`src/sv/srtf_pkg.sv`:
```
`default_nettype none
// ----------------------------------------------------------------------------
// SRTF scheduler package
// Shared widths, opcodes and the structures used between controller and
// datapath of the shortest-remaining-time-first scheduler.
// ----------------------------------------------------------------------------
package srtf_pkg;

    localparam int SRTF_MAX_PROCESSES_DEF = 16;

    localparam int PID_W   = 8;
    localparam int ARR_W   = 16;
    localparam int BURST_W = 16;
    localparam int TIME_W  = 24;

    localparam logic [TIME_W-1:0] TIME_MAX = '1;

    localparam logic OP_LOAD = 1'b0;
    localparam logic OP_TICK = 1'b1;

    typedef struct packed {
        logic accept;
        logic load_exec;
        logic scan_run;
        logic update_exec;
        logic emit;
    } srtf_cmd_t;

    typedef struct packed {
        logic scan_done;
        logic out_free;
    } srtf_status_t;

    typedef struct packed {
        logic [PID_W-1:0]   pid;
        logic [ARR_W-1:0]   arrival;
        logic [BURST_W-1:0] burst;
        logic [BURST_W-1:0] remaining;
    } srtf_entry_t;

    typedef struct packed {
        logic              ran;
        logic [PID_W-1:0]  run_pid;
        logic [TIME_W-1:0] tick_time;
        logic              new_segment;
        logic              finished;
        logic [TIME_W-1:0] turnaround;
        logic [TIME_W-1:0] waiting;
        logic              all_done;
        logic              load_error;
    } srtf_result_t;

endpackage
`default_nettype wire

```
`src/sv/srtf_ctrl.sv`:
```
`default_nettype none
// ----------------------------------------------------------------------------
// SRTF scheduler controller
// Sequences each request through load or scan and update, then hands the
// result to the output register.
// ----------------------------------------------------------------------------
module srtf_ctrl (
    input  wire                    aclk,
    input  wire                    aresetn,
    input  wire                    s_valid,
    input  wire                    s_opcode,
    output logic                   s_ready,
    input  srtf_pkg::srtf_status_t status,
    output srtf_pkg::srtf_cmd_t    cmd
);
    import srtf_pkg::*;

    localparam logic [2:0] ST_IDLE   = 3'd0;
    localparam logic [2:0] ST_LOAD   = 3'd1;
    localparam logic [2:0] ST_SCAN   = 3'd2;
    localparam logic [2:0] ST_UPDATE = 3'd3;
    localparam logic [2:0] ST_EMIT   = 3'd4;

    logic [2:0] state_reg;
    logic [2:0] state_next;

    assign s_ready = (state_reg == ST_IDLE);

    always_comb begin
        state_next      = state_reg;
        cmd             = '0;
        case (state_reg)
            ST_IDLE: begin
                if (s_valid) begin
                    cmd.accept = 1'b1;
                    state_next = (s_opcode == OP_TICK) ? ST_SCAN : ST_LOAD;
                end
            end
            ST_LOAD: begin
                cmd.load_exec = 1'b1;
                state_next    = ST_EMIT;
            end
            ST_SCAN: begin
                cmd.scan_run = 1'b1;
                if (status.scan_done) begin
                    state_next = ST_UPDATE;
                end
            end
            ST_UPDATE: begin
                cmd.update_exec = 1'b1;
                state_next      = ST_EMIT;
            end
            ST_EMIT: begin
                if (status.out_free) begin
                    cmd.emit   = 1'b1;
                    state_next = ST_IDLE;
                end
            end
            default: begin
                state_next = ST_IDLE;
            end
        endcase
    end

    always_ff @(posedge aclk) begin
        if (!aresetn) begin
            state_reg <= ST_IDLE;
        end else begin
            state_reg <= state_next;
        end
    end

    a_scan_only_in_scan: assert property (@(posedge aclk) disable iff (!aresetn)
        cmd.scan_run |-> (state_reg == ST_SCAN))
        else $error("Scan command outside the scan state.");

    a_update_after_scan: assert property (@(posedge aclk) disable iff (!aresetn)
        cmd.update_exec |-> $past(state_reg) == ST_SCAN)
        else $error("Update did not follow a scan.");

    a_accept_only_idle: assert property (@(posedge aclk) disable iff (!aresetn)
        cmd.accept |=> (state_reg == ST_SCAN || state_reg == ST_LOAD))
        else $error("Accepted request did not start work.");

endmodule
`default_nettype wire

```
`src/sv/srtf_datapath.sv`:
```
`default_nettype none
// ----------------------------------------------------------------------------
// SRTF scheduler datapath
// Process table memory, sequential minimum-remaining scan, entry update,
// timing statistics and the result output register.
// ----------------------------------------------------------------------------
module srtf_datapath #(
    parameter int MAX_PROCESSES = srtf_pkg::SRTF_MAX_PROCESSES_DEF
) (
    input  wire                                aclk,
    input  wire                                aresetn,
    input  srtf_pkg::srtf_cmd_t                cmd,
    output srtf_pkg::srtf_status_t             status,
    input  wire [srtf_pkg::PID_W-1:0]          s_process_id,
    input  wire [srtf_pkg::ARR_W-1:0]          s_arrival_time,
    input  wire [srtf_pkg::BURST_W-1:0]        s_burst_length,
    input  wire                                m_ready,
    output logic                               m_valid,
    output logic                               m_ran,
    output logic [srtf_pkg::PID_W-1:0]         m_run_pid,
    output logic [srtf_pkg::TIME_W-1:0]        m_tick_time,
    output logic                               m_new_segment,
    output logic                               m_finished,
    output logic [srtf_pkg::TIME_W-1:0]        m_turnaround,
    output logic [srtf_pkg::TIME_W-1:0]        m_waiting,
    output logic                               m_all_done,
    output logic                               m_load_error
);
    import srtf_pkg::*;

    localparam int IDX_W = (MAX_PROCESSES > 1) ? $clog2(MAX_PROCESSES) : 1;
    localparam int CNT_W = $clog2(MAX_PROCESSES + 1);

    srtf_entry_t        mem [MAX_PROCESSES];
    srtf_entry_t        rd_data_reg;
    logic               wr_en;
    logic [IDX_W-1:0]   wr_addr;
    srtf_entry_t        wr_data;
    logic [IDX_W-1:0]   rd_addr;

    logic [CNT_W-1:0]         entry_count_reg;
    logic [CNT_W-1:0]         done_count_reg;
    logic [MAX_PROCESSES-1:0] done_reg;
    logic [TIME_W-1:0]        time_reg;
    logic [PID_W-1:0]         last_pid_reg;
    logic                     last_valid_reg;

    logic [PID_W-1:0]   in_pid_reg;
    logic [ARR_W-1:0]   in_arr_reg;
    logic [BURST_W-1:0] in_burst_reg;

    logic [CNT_W-1:0]   scan_addr_reg;
    logic               rd_valid_reg;
    logic [IDX_W-1:0]   rd_idx_reg;
    logic [IDX_W-1:0]   best_idx_reg;
    srtf_entry_t        best_reg;
    logic               found_reg;

    srtf_result_t       res_reg;
    srtf_result_t       res_next;
    srtf_result_t       out_reg;
    logic               m_valid_reg;

    logic               full;
    logic               more_entries;
    logic               issue;
    logic               eligible;
    logic [TIME_W-1:0]  rd_arr_ext;
    logic [TIME_W-1:0]  best_arr_ext;
    logic [TIME_W-1:0]  best_burst_ext;
    logic [TIME_W-1:0]  time_next;
    logic [BURST_W-1:0] rem_next;
    logic               fin;
    logic [TIME_W-1:0]  tat;
    logic [TIME_W-1:0]  wt;
    logic               new_seg;
    logic [CNT_W-1:0]   count_inc;
    logic [CNT_W-1:0]   done_count_inc;

    assign full         = (entry_count_reg == CNT_W'(MAX_PROCESSES));
    assign more_entries = (scan_addr_reg < entry_count_reg);
    assign issue        = cmd.scan_run && more_entries;
    assign rd_addr      = scan_addr_reg[IDX_W-1:0];

    assign rd_arr_ext     = {{(TIME_W-ARR_W){1'b0}}, rd_data_reg.arrival};
    assign best_arr_ext   = {{(TIME_W-ARR_W){1'b0}}, best_reg.arrival};
    assign best_burst_ext = {{(TIME_W-BURST_W){1'b0}}, best_reg.burst};

    assign eligible = rd_valid_reg && !done_reg[rd_idx_reg] && (rd_arr_ext <= time_reg)
                      && (!found_reg || (rd_data_reg.remaining < best_reg.remaining));

    assign time_next = (time_reg == TIME_MAX) ? TIME_MAX : time_reg + 1'b1;
    assign rem_next  = (best_reg.remaining == '0) ? '0 : best_reg.remaining - 1'b1;
    assign fin       = found_reg && (rem_next == '0);
    assign tat       = time_next - best_arr_ext;
    assign wt        = (tat >= best_burst_ext) ? tat - best_burst_ext : '0;
    assign new_seg   = !last_valid_reg || (last_pid_reg != best_reg.pid);

    assign count_inc      = entry_count_reg + 1'b1;
    assign done_count_inc = done_count_reg + 1'b1;

    assign status.scan_done = !more_entries && !rd_valid_reg;
    assign status.out_free  = !m_valid_reg || m_ready;

    always_comb begin
        wr_en   = 1'b0;
        wr_addr = entry_count_reg[IDX_W-1:0];
        wr_data = '{pid: in_pid_reg, arrival: in_arr_reg, burst: in_burst_reg,
                    remaining: in_burst_reg};
        if (cmd.load_exec && !full) begin
            wr_en = 1'b1;
        end else if (cmd.update_exec && found_reg) begin
            wr_en             = 1'b1;
            wr_addr           = best_idx_reg;
            wr_data           = best_reg;
            wr_data.remaining = rem_next;
        end
    end

    always_comb begin
        res_next           = '0;
        res_next.tick_time = time_reg;
        if (cmd.load_exec) begin
            res_next.load_error = full;
            res_next.all_done   = (done_count_reg == (full ? entry_count_reg : count_inc));
        end else begin
            res_next.ran         = found_reg;
            res_next.run_pid     = found_reg ? best_reg.pid : '0;
            res_next.new_segment = found_reg && new_seg;
            res_next.finished    = fin;
            res_next.turnaround  = fin ? tat : '0;
            res_next.waiting     = fin ? wt : '0;
            res_next.all_done    = ((fin ? done_count_inc : done_count_reg) == entry_count_reg);
        end
    end

    always_ff @(posedge aclk) begin
        if (wr_en) begin
            mem[wr_addr] <= wr_data;
        end
        rd_data_reg <= mem[rd_addr];
    end

    always_ff @(posedge aclk) begin
        if (cmd.accept) begin
            in_pid_reg   <= s_process_id;
            in_arr_reg   <= s_arrival_time;
            in_burst_reg <= s_burst_length;
        end
        rd_idx_reg <= rd_addr;
        if (eligible) begin
            best_idx_reg <= rd_idx_reg;
            best_reg     <= rd_data_reg;
        end
        if (cmd.load_exec || cmd.update_exec) begin
            res_reg <= res_next;
        end
        if (cmd.emit) begin
            out_reg <= res_reg;
        end
    end

    always_ff @(posedge aclk) begin
        if (!aresetn) begin
            entry_count_reg <= '0;
            done_count_reg  <= '0;
            done_reg        <= '0;
            time_reg        <= '0;
            last_pid_reg    <= '0;
            last_valid_reg  <= 1'b0;
            scan_addr_reg   <= '0;
            rd_valid_reg    <= 1'b0;
            found_reg       <= 1'b0;
            m_valid_reg     <= 1'b0;
        end else begin
            rd_valid_reg <= issue;
            if (cmd.accept) begin
                scan_addr_reg <= '0;
                found_reg     <= 1'b0;
            end else if (issue) begin
                scan_addr_reg <= scan_addr_reg + 1'b1;
            end
            if (eligible) begin
                found_reg <= 1'b1;
            end
            if (cmd.load_exec && !full) begin
                entry_count_reg                       <= count_inc;
                done_reg[entry_count_reg[IDX_W-1:0]] <= 1'b0;
            end
            if (cmd.update_exec) begin
                time_reg <= time_next;
                if (found_reg) begin
                    last_pid_reg   <= best_reg.pid;
                    last_valid_reg <= 1'b1;
                end
                if (fin) begin
                    done_reg[best_idx_reg] <= 1'b1;
                    done_count_reg         <= done_count_inc;
                end
            end
            if (cmd.emit) begin
                m_valid_reg <= 1'b1;
            end else if (m_ready) begin
                m_valid_reg <= 1'b0;
            end
        end
    end

    assign m_valid       = m_valid_reg;
    assign m_ran         = out_reg.ran;
    assign m_run_pid     = out_reg.run_pid;
    assign m_tick_time   = out_reg.tick_time;
    assign m_new_segment = out_reg.new_segment;
    assign m_finished    = out_reg.finished;
    assign m_turnaround  = out_reg.turnaround;
    assign m_waiting     = out_reg.waiting;
    assign m_all_done    = out_reg.all_done;
    assign m_load_error  = out_reg.load_error;

    a_count_bound: assert property (@(posedge aclk) disable iff (!aresetn)
        entry_count_reg <= CNT_W'(MAX_PROCESSES))
        else $error("Entry count exceeds the table depth.");

    a_done_bound: assert property (@(posedge aclk) disable iff (!aresetn)
        done_count_reg <= entry_count_reg)
        else $error("More entries done than loaded.");

    a_idle_fields: assert property (@(posedge aclk) disable iff (!aresetn)
        (m_valid_reg && !out_reg.ran) |->
        (out_reg.run_pid == '0 && !out_reg.new_segment && !out_reg.finished))
        else $error("Idle result carries run fields.");

    a_emit_free: assert property (@(posedge aclk) disable iff (!aresetn)
        cmd.emit |-> (!m_valid_reg || m_ready))
        else $error("Result overwrote a pending output.");

endmodule
`default_nettype wire

```
`src/sv/srtf_process_scheduler_unit.sv`:
```
`default_nettype none
// ----------------------------------------------------------------------------
// SRTF process scheduler unit
// Preemptive shortest-remaining-time-first scheduler over a process table.
// A tick request scans the loaded entries, then updates the chosen one; a load
// request writes a table entry unless the table is full. An untaken result
// stalls the next request.
// Synchronous active-low reset clears counts, time and done flags at once.
// ----------------------------------------------------------------------------
module srtf_process_scheduler_unit #(
    parameter int MAX_PROCESSES = srtf_pkg::SRTF_MAX_PROCESSES_DEF
) (
    input  wire                          aclk,
    input  wire                          aresetn,
    input  wire                          s_valid,
    output logic                         s_ready,
    input  wire                          s_opcode,
    input  wire [srtf_pkg::PID_W-1:0]    s_process_id,
    input  wire [srtf_pkg::ARR_W-1:0]    s_arrival_time,
    input  wire [srtf_pkg::BURST_W-1:0]  s_burst_length,
    output logic                         m_valid,
    input  wire                          m_ready,
    output logic                         m_ran,
    output logic [srtf_pkg::PID_W-1:0]   m_run_pid,
    output logic [srtf_pkg::TIME_W-1:0]  m_tick_time,
    output logic                         m_new_segment,
    output logic                         m_finished,
    output logic [srtf_pkg::TIME_W-1:0]  m_turnaround,
    output logic [srtf_pkg::TIME_W-1:0]  m_waiting,
    output logic                         m_all_done,
    output logic                         m_load_error
);
    import srtf_pkg::*;

    srtf_cmd_t    cmd;
    srtf_status_t status;

    srtf_ctrl u_ctrl (
        .aclk     (aclk),
        .aresetn  (aresetn),
        .s_valid  (s_valid),
        .s_opcode (s_opcode),
        .s_ready  (s_ready),
        .status   (status),
        .cmd      (cmd)
    );

    srtf_datapath #(
        .MAX_PROCESSES (MAX_PROCESSES)
    ) u_datapath (
        .aclk           (aclk),
        .aresetn        (aresetn),
        .cmd            (cmd),
        .status         (status),
        .s_process_id   (s_process_id),
        .s_arrival_time (s_arrival_time),
        .s_burst_length (s_burst_length),
        .m_ready        (m_ready),
        .m_valid        (m_valid),
        .m_ran          (m_ran),
        .m_run_pid      (m_run_pid),
        .m_tick_time    (m_tick_time),
        .m_new_segment  (m_new_segment),
        .m_finished     (m_finished),
        .m_turnaround   (m_turnaround),
        .m_waiting      (m_waiting),
        .m_all_done     (m_all_done),
        .m_load_error   (m_load_error)
    );

endmodule
`default_nettype wire

```
`config.mk`:
```
export PLATFORM = sky130hd
export DESIGN_NAME = srtf_process_scheduler_unit
export DESIGN_NICKNAME = d
export VERILOG_FILES = /design/src/sv/srtf_pkg.sv /design/src/sv/srtf_ctrl.sv /design/src/sv/srtf_datapath.sv /design/src/sv/srtf_process_scheduler_unit.sv
export SDC_FILE = /design/constraint.sdc
export NUM_CORES = 1
export LEC_CHECK = 0
export BUFFER_PORTS_ARGS = -buffer_cell sky130_fd_sc_hd__buf_2
export CORE_ASPECT_RATIO = 1.4
export CORE_MARGIN = 4
export CORE_UTILIZATION = 55
export DETAILED_ROUTE_END_ITERATION = 10
export PLACE_DENSITY_LB_ADDON = 0.3
export SKIP_CTS_REPAIR_TIMING = 1
export SLEW_MARGIN = 15
export SYNTH_ARGS = -nofsm -noshare
export SYNTH_HDL_FRONTEND = slang
export SYNTH_SLANG_ARGS = --single-unit
```
`constraint.sdc`:
```
create_clock -name aclk -period 12.62 [get_ports aclk]
set_clock_uncertainty 0.2 [all_clocks]
set_input_delay 1.262 -clock aclk [delete_from_list [all_inputs] [get_ports aclk]]
set_output_delay 1.262 -clock aclk [all_outputs]
set_load 0.02 [all_outputs]
```
### After elaboration in Yosys (flattened, before gate mapping)

Memories as Yosys holds them, arrays and structs flattened. A register that Yosys moved wholly into a read port is not among the register bits.
Index checks and enable logic that the tools add are counted.

| storage, ports and cells | value |
|---|---|
| bits in read-only memories | 0 |
| bits of input ports | 45 |
| output and inout bits | 87 |
| memory bits (writable) | 896 |
| latch bits | 0 |
| register bits after elaboration | 344 |
| memories kept | 1 |
| logic and storage cells | 147 |

| cells by class | value |
|---|---|
| bitwise logic cells | 7 |
| multiply operators | 0 |
| divide/modulo/power cells | 0 |
| $add $sub $neg | 7 |
| mux-type cells | 39 |
| reductions and logical operators | 34 |
| shifts and indexed selects | 0 |
| order comparisons | 9 |
| equal/unequal tests | 12 |

Memories:

| memory | words | width | read ports | clocked after Yosys merged registers in | wr ports | line | RTL |
|---|---|---|---|---|---|---|---|
| u_datapath.mem | 16 | 56 | 1 | 1 | 1 | srtf_datapath.sv:34 | `srtf_entry_t mem [MAX_PROCESSES];` |

Operators with widths:

| kind | number |
|---|---|
| $mux W56 | 2 |
| $mux W16 | 5 |
| $sub A24 B16 Y24 | 2 |
| $logic_not A16 Y1 | 2 |
| $add A24 B1 Y24 const B | 1 |
| $eq A24 B24 Y1 const B | 1 |
| $ge A24 B16 Y1 | 1 |
| $le A16 B24 Y1 | 1 |
| $mux W24 | 1 |
| $mux W1 | 19 |
| $and A16 B16 Y16 | 1 |
| $lt A16 B16 Y1 | 1 |
| $not A16 Y16 | 1 |
| $or A16 B16 Y16 | 1 |
| $sub A16 B1 Y16 const B | 1 |
| $add A5 B1 Y5 const B | 3 |
| $lt A4 B5 Y1 const B | 3 |
| $pmux W3 S4 | 1 |
| $logic_and A1 B1 Y1 | 11 |
| $eq A5 B5 Y1 | 2 |
| $mux W5 | 2 |
| $mux W3 | 3 |
| $demux W1 S4 | 2 |
| $ge A4 B1 Y1 const B | 2 |
| other kinds (19) | 39 |

### Logic depth before layout (Yosys ltp)

| logic depth | value |
|---|---|
| depth after elaboration | 11 |
| gate-level depth with buffers | 28 |
| mapped depth without buffers | 26 |

### Hierarchy

Synthesis repeated with hierarchy kept, for this count alone.

| second synthesis, totals | value |
|---|---|
| cells, all modules | 2,742 |
| area, all modules | 51,069.0 um^2 |

By module, submodules not included:

| module | area each (um^2) | times used | cells an instance |
|---|---|---|---|
| srtf_datapath | 50,843.8 | 1 | 2,715 |
| srtf_ctrl | 225.2 | 1 | 27 |

### Worst setup path after synthesis

No wires, ideal clock.

| path | value |
|---|---|
| kind | register to register |
| start point | register u_ctrl.state_reg[2] |
| end point | memory u_datapath.mem[0][0] (netlist bit) (enable) |
| stages on the path, launching flop included | 11 |
| period minus slack after synthesis | 7,323 ps |
| required time | 11,950 ps |
| slack | 5,297 ps |
| arrival time | 6,653 ps |
| path through | dfxtp_1 -> clkbuf_1 -> nor2b_1 -> clkbuf_1 -> and2_1 -> clkbuf_1 -> nand2_1 -> clkbuf_1 -> nor3_1 -> a21oi_1 -> nor2_1 |

| between the ends | value |
|---|---|
| word-level cells in the longest chain between the ends | 7 |
| elaborated cells between the ends (all ways) | 12 |

Ends and longest elaborated chain:

| what | line | RTL |
|---|---|---|
| start, declared | srtf_ctrl.sv:24 | `logic [2:0] state_reg;` |
| start signal, assigned | srtf_ctrl.sv:69 | `state_reg <= state_next;` |
| $eq A3 B2 Y1 | srtf_ctrl.sv:32 | `case (state_reg)` |
| $mux W1 | srtf_ctrl.sv:32 |  |
| $logic_and A1 B1 Y1 | srtf_datapath.sv:112 | `end else if (cmd.update_exec && found_reg) begin` |
| $mux W1 | srtf_datapath.sv:112 |  |
| $mux W1 | srtf_datapath.sv:110 | `if (cmd.load_exec && !full) begin` |
| $mux W1 | srtf_datapath.sv:138 | `if (wr_en) begin` |
| $mux W1 (implied by the code) | srtf_datapath.sv:139 | `mem[wr_addr] <= wr_data;` |
| end, declared | srtf_datapath.sv:34 |  |

Several ways; a longest one is shown, not always the timed one.

### Worst setup path in the final report

| path | value |
|---|---|
| start point | register u_datapath.time_reg[0] |
| end point | register u_datapath.res_reg[6] (netlist bit), data pin |

| between the ends | value |
|---|---|
| word-level cells in the longest chain between the ends | 6 |
| elaborated cells between the ends (all ways) | 8 |

Ends and longest elaborated chain:

| what | line | RTL |
|---|---|---|
| start, declared | srtf_datapath.sv:44 | `logic [TIME_W-1:0] time_reg;` |
| start signal, assigned | srtf_datapath.sv:191 | `time_reg <= time_next;` |
| $add A24 B1 Y24 / $eq A24 B24 Y1 (equally long branches) | srtf_datapath.sv:92 | `assign time_next = (time_reg == TIME_MAX) ? TIME_MAX : time_reg + 1'b1;` |
| $mux W24 * | srtf_datapath.sv:92 |  |
| named net u_datapath.time_next[3] | srtf_datapath.sv:71 | `logic [TIME_W-1:0] time_next;` |
| $sub A24 B16 Y24 * | srtf_datapath.sv:95 | `assign tat = time_next - best_arr_ext;` |
| named net u_datapath.tat[13] | srtf_datapath.sv:74 | `logic [TIME_W-1:0] tat;` |
| $ge A24 B16 Y1 * | srtf_datapath.sv:96 | `assign wt = (tat >= best_burst_ext) ? tat - best_burst_ext : '0;` |
| $not A1 Y1 (no source line) * | n/a |  |
| $reduce_or A3 Y1 (no source line) * | n/a |  |
| end signal, assigned | srtf_datapath.sv:156 | `res_reg <= res_next;` |
| end, declared | srtf_datapath.sv:59 | `srtf_result_t res_reg;` |

The timed path passes the listed nets; every way through them passes the cells marked *.
A chain may end at the register's enable or synchronous reset.

==> reports/metrics.cfg <==
[global_routing]
grtUsageTotal=0.2436
grt_max_degree=113
grt_first_pass_wirelength_um=176300
antenna_found_initial=3
grt_pass1_vias=27149
overflow=0

[clocking]
clock-sinks=1296
cts_buffer_depth=3
clock-root-buffer=clkbuf_16
cts_tree=yes
clkTransAtPathRegs_ns=0.07
clkLatencyLatePin_ns=0.72
htree_levels=3
numCtsBuffers=114

[synthesis]
ys_seq_area_frac=0.7370
yosys_warnings=0
synth_edf_count=1166
ys_async_sr_fraction=0
netlist_instances=2747
yosys.area.top_type=edfxtp_1
yosys.area.top_type_share=0.6860
avgSynthCellArea_um2=18.58
syn_nets=2869
ys_seq_elements=1296
synth_cell_type_count=72
syn_area_mm2=0.05104
synthTopCellsByArea=edfxtp_1 (69%), mux4_2 (13%), dfxtp_1 (5.1%), ha_1 (1.8%), nand2_1 (1.1%)
synth_ff_type=edfxtp_1

[die]
initial_core_util=0.5571
core_mm2=0.09162
die_w_um=265.5
ios=132
rows=131
die_y_um=368.5
die_area_mm2=0.09781

[cells_and_area]
multi_input_area_mm2=0.01280
seq_area_mm2=0.03763
synthToLayoutAreaGrowth_pct=12.42
fillCellCount=6220
fin_nets=3076
drive_above_1_share=0.2367
largest_reg_flops=896
diodes=0

[timing]
finalSetupTns_ns=0
hold_violations=0
setup-violations-final=0
fin_crit_sh=0.5682
slew_viol_final=0
max_freq_mhz=139.4
tightest_slew_ns=1.199
setup_ws_ns=5.449
rsz0062_at_grt=no
fin_crit_ns=7.171
maxSlewHeadroom=0.1989

[worst_setup_path]
crit_path_end_kind=register
cp.arrival_ns=7.40
cp-start-kind=register
cp_max_fo=23
cp_data_required_time_ns=12.85
crit_path_top_delay_cell=or4_1
path_cells=ha_1, nand4_1, or4_1, or3_1, o21ai_0, ha_1, o211ai_1, a21oi_1, o41ai_1, nand2_1, o21a_1, nor2_1, xnor2_1, ha_1, a21o_1, a21o_1, a21oi_1, nand2_1, o21ai_1, nand2_1, nor3_1, a41o_4, a211oi_1
rrSetupSlack_ns=5.45
path_class=reg2reg
cp_slowest_stage_delay_ns=0.66

[detailed_routing]
first_iter_violations=2871
ant_nets=0
route.vias.total=26316
wire_per_inst_um=27.85
wl_um=118400
avgViaCountPerCell=6.191
firstDrtPassIters=5
drc=0

[pwr]
leakagePower_nw=18.93
powerDensity_mw_per_mm2=153.3
vdd_drop_max_mv=0.1206

[place]
pre_cts_slack_ns=5.622
portBuffers=131
dpl.hpwl_um=70230
place_congestion=0.9160

[flow_run]
cap_viol_max_count=0

[hold_path]
hold_path.class=reg2reg

[run_status]
outcome=complete, no violations

==> layout make-up <==
type                    count  area share
well taps                1197     0.02610
repair buffers            210     0.02198
clock inverters            75     0.01369
clock buffers             141     0.05399
flip-flops and latches   1296      0.6558
inverters                  81    0.005299
multi-input cells        1251      0.2231
==> report_power, final <==
group | switching, W | internal [W] | total, W | leakage (nW)
clock network | 0.00153 | 0.00204 | 0.00357 | 1.90
registers | 0.0000395 | 0.00480 | 0.00484 | 11.6
logic | 0.000255 | 0.000130 | 0.000386 | 5.42
==> cell usage after synthesis, drive strengths merged (18+ instances only) <==
master,count
dfxtp,130
edfxtp,1166
and3,24
inv,81
a21o,32
a31oi,19
a21oi,36
nand4,29
ha,75
xor2,31
o21ai,90
mux4,285
a22oi,18
xnor2,45
and2,30
nor3,31
nand2,152
buf,25
nor2b,31
nand3,39
nand2b,19
nor2,115
clkbuf,94
==> cells in the final DEF (no fill, tap or decap), types with 16 or more instances in the layout <==
| cell type | instances |
|---|---|
| edfxtp_1 | 1166 |
| mux4_2 | 285 |
| nand2_1 | 151 |
| buf_2 | 131 |
| dfxtp_1 | 126 |
| clkbuf_16 | 117 |
| nor2_1 | 98 |
| inv_1 | 80 |
| buf_4 | 78 |
| ha_1 | 75 |
| o21ai_0 | 73 |
| xnor2_1 | 45 |
| nand3_1 | 39 |
| a21oi_1 | 36 |
| a21o_1 | 32 |
| xor2_1 | 31 |
| nor2b_1 | 30 |
| and2_1 | 29 |
| nor3_1 | 28 |
| nand4_1 | 28 |
| clkinv_2 | 24 |
| and3_1 | 22 |
| nand2b_1 | 19 |
| a31oi_1 | 19 |
| a22oi_1 | 18 |
| clkinv_1 | 18 |
| nor2_4 | 17 |
| o21ai_1 | 16 |
| clkbuf_1 | 16 |
==> layer usage <==
| layer | up-vias | track usage | wire length [um] |
|---|---|---|---|
| met2 | 1152 | 0.4188 | 61370 |
| met5 | - | 0 | 27 |
| met1 | 13524 | 0.3155 | 43990 |
| met4 | 4 | 0.1007 | 4953 |
| li1 | 11409 | - | - |
| met3 | 227 | 0.03394 | 8040 |
==> through the flow <==
stage	hold WS [ns]	utilization	total power, W	area (um^2)	std cells
after global placement	0.1870	0.5833	0.005303	53450	4029
after CTS	0.2049	0.6257	0.008864	57330	4245
after detailed placement	0.1887	0.5833	0.005321	53450	4029
after global routing	0.2137	0.6263	0.009088	57380	4251
final	0.1987	0.6263	0.008796	57380	4251
after floorplan	0.1540	-	0.005167	51040	2747
==> cells by family (layout without fill, tap and decap cells) <==
| kind of cell | after synthesis | after routing | share of synthesized area |
|---|---|---|---|
| flip-flops | 1296 | 1296 | 0.7370 |
| AND/OR/NAND/NOR | 514 | 514 | 0.05028 |
| adder cells (fa/ha/maj) | 77 | 77 | 0.01917 |
| buffers and inverters | 200 | 507 | 0.01508 |
| multiplexers | 296 | 296 | 0.1279 |
| XOR/XNOR | 76 | 76 | 0.01304 |
| AO/OA/AOI/OAI | 288 | 288 | 0.03753 |
==> path summary, 6_finish.rpt <==
| kind | startpoint | to | cells past startpoint |
|---|---|---|---|
| worst max-delay path | u_datapath.time_reg[0]$_SDFFE_PN0N_ | u_datapath.res_reg[6]$_SDFFCE_PP0P_ | 23 |
| worst min-delay path | u_datapath.rd_data_reg[51]$_DFF_P_ | u_datapath.best_reg[51]$_DFFE_PP_ | 0 |
| worst max register to register | u_datapath.time_reg[0]$_SDFFE_PN0N_ | u_datapath.res_reg[6]$_SDFFCE_PP0P_ | 23 |
| worst min register to register | u_datapath.rd_data_reg[51]$_DFF_P_ | u_datapath.best_reg[51]$_DFFE_PP_ | 0 |
==> critical path, delay by kind of cell (launching register included) <==
family / cells / cell delay, ns
compound gates: 11 / 2.81
simple gates: 8 / 2.25
fa+ha+maj: 3 / 0.96
flops: 1 / 0.46
xor+xnor: 1 / 0.17
No activity file was read; power rests on OpenSTA's default activity.
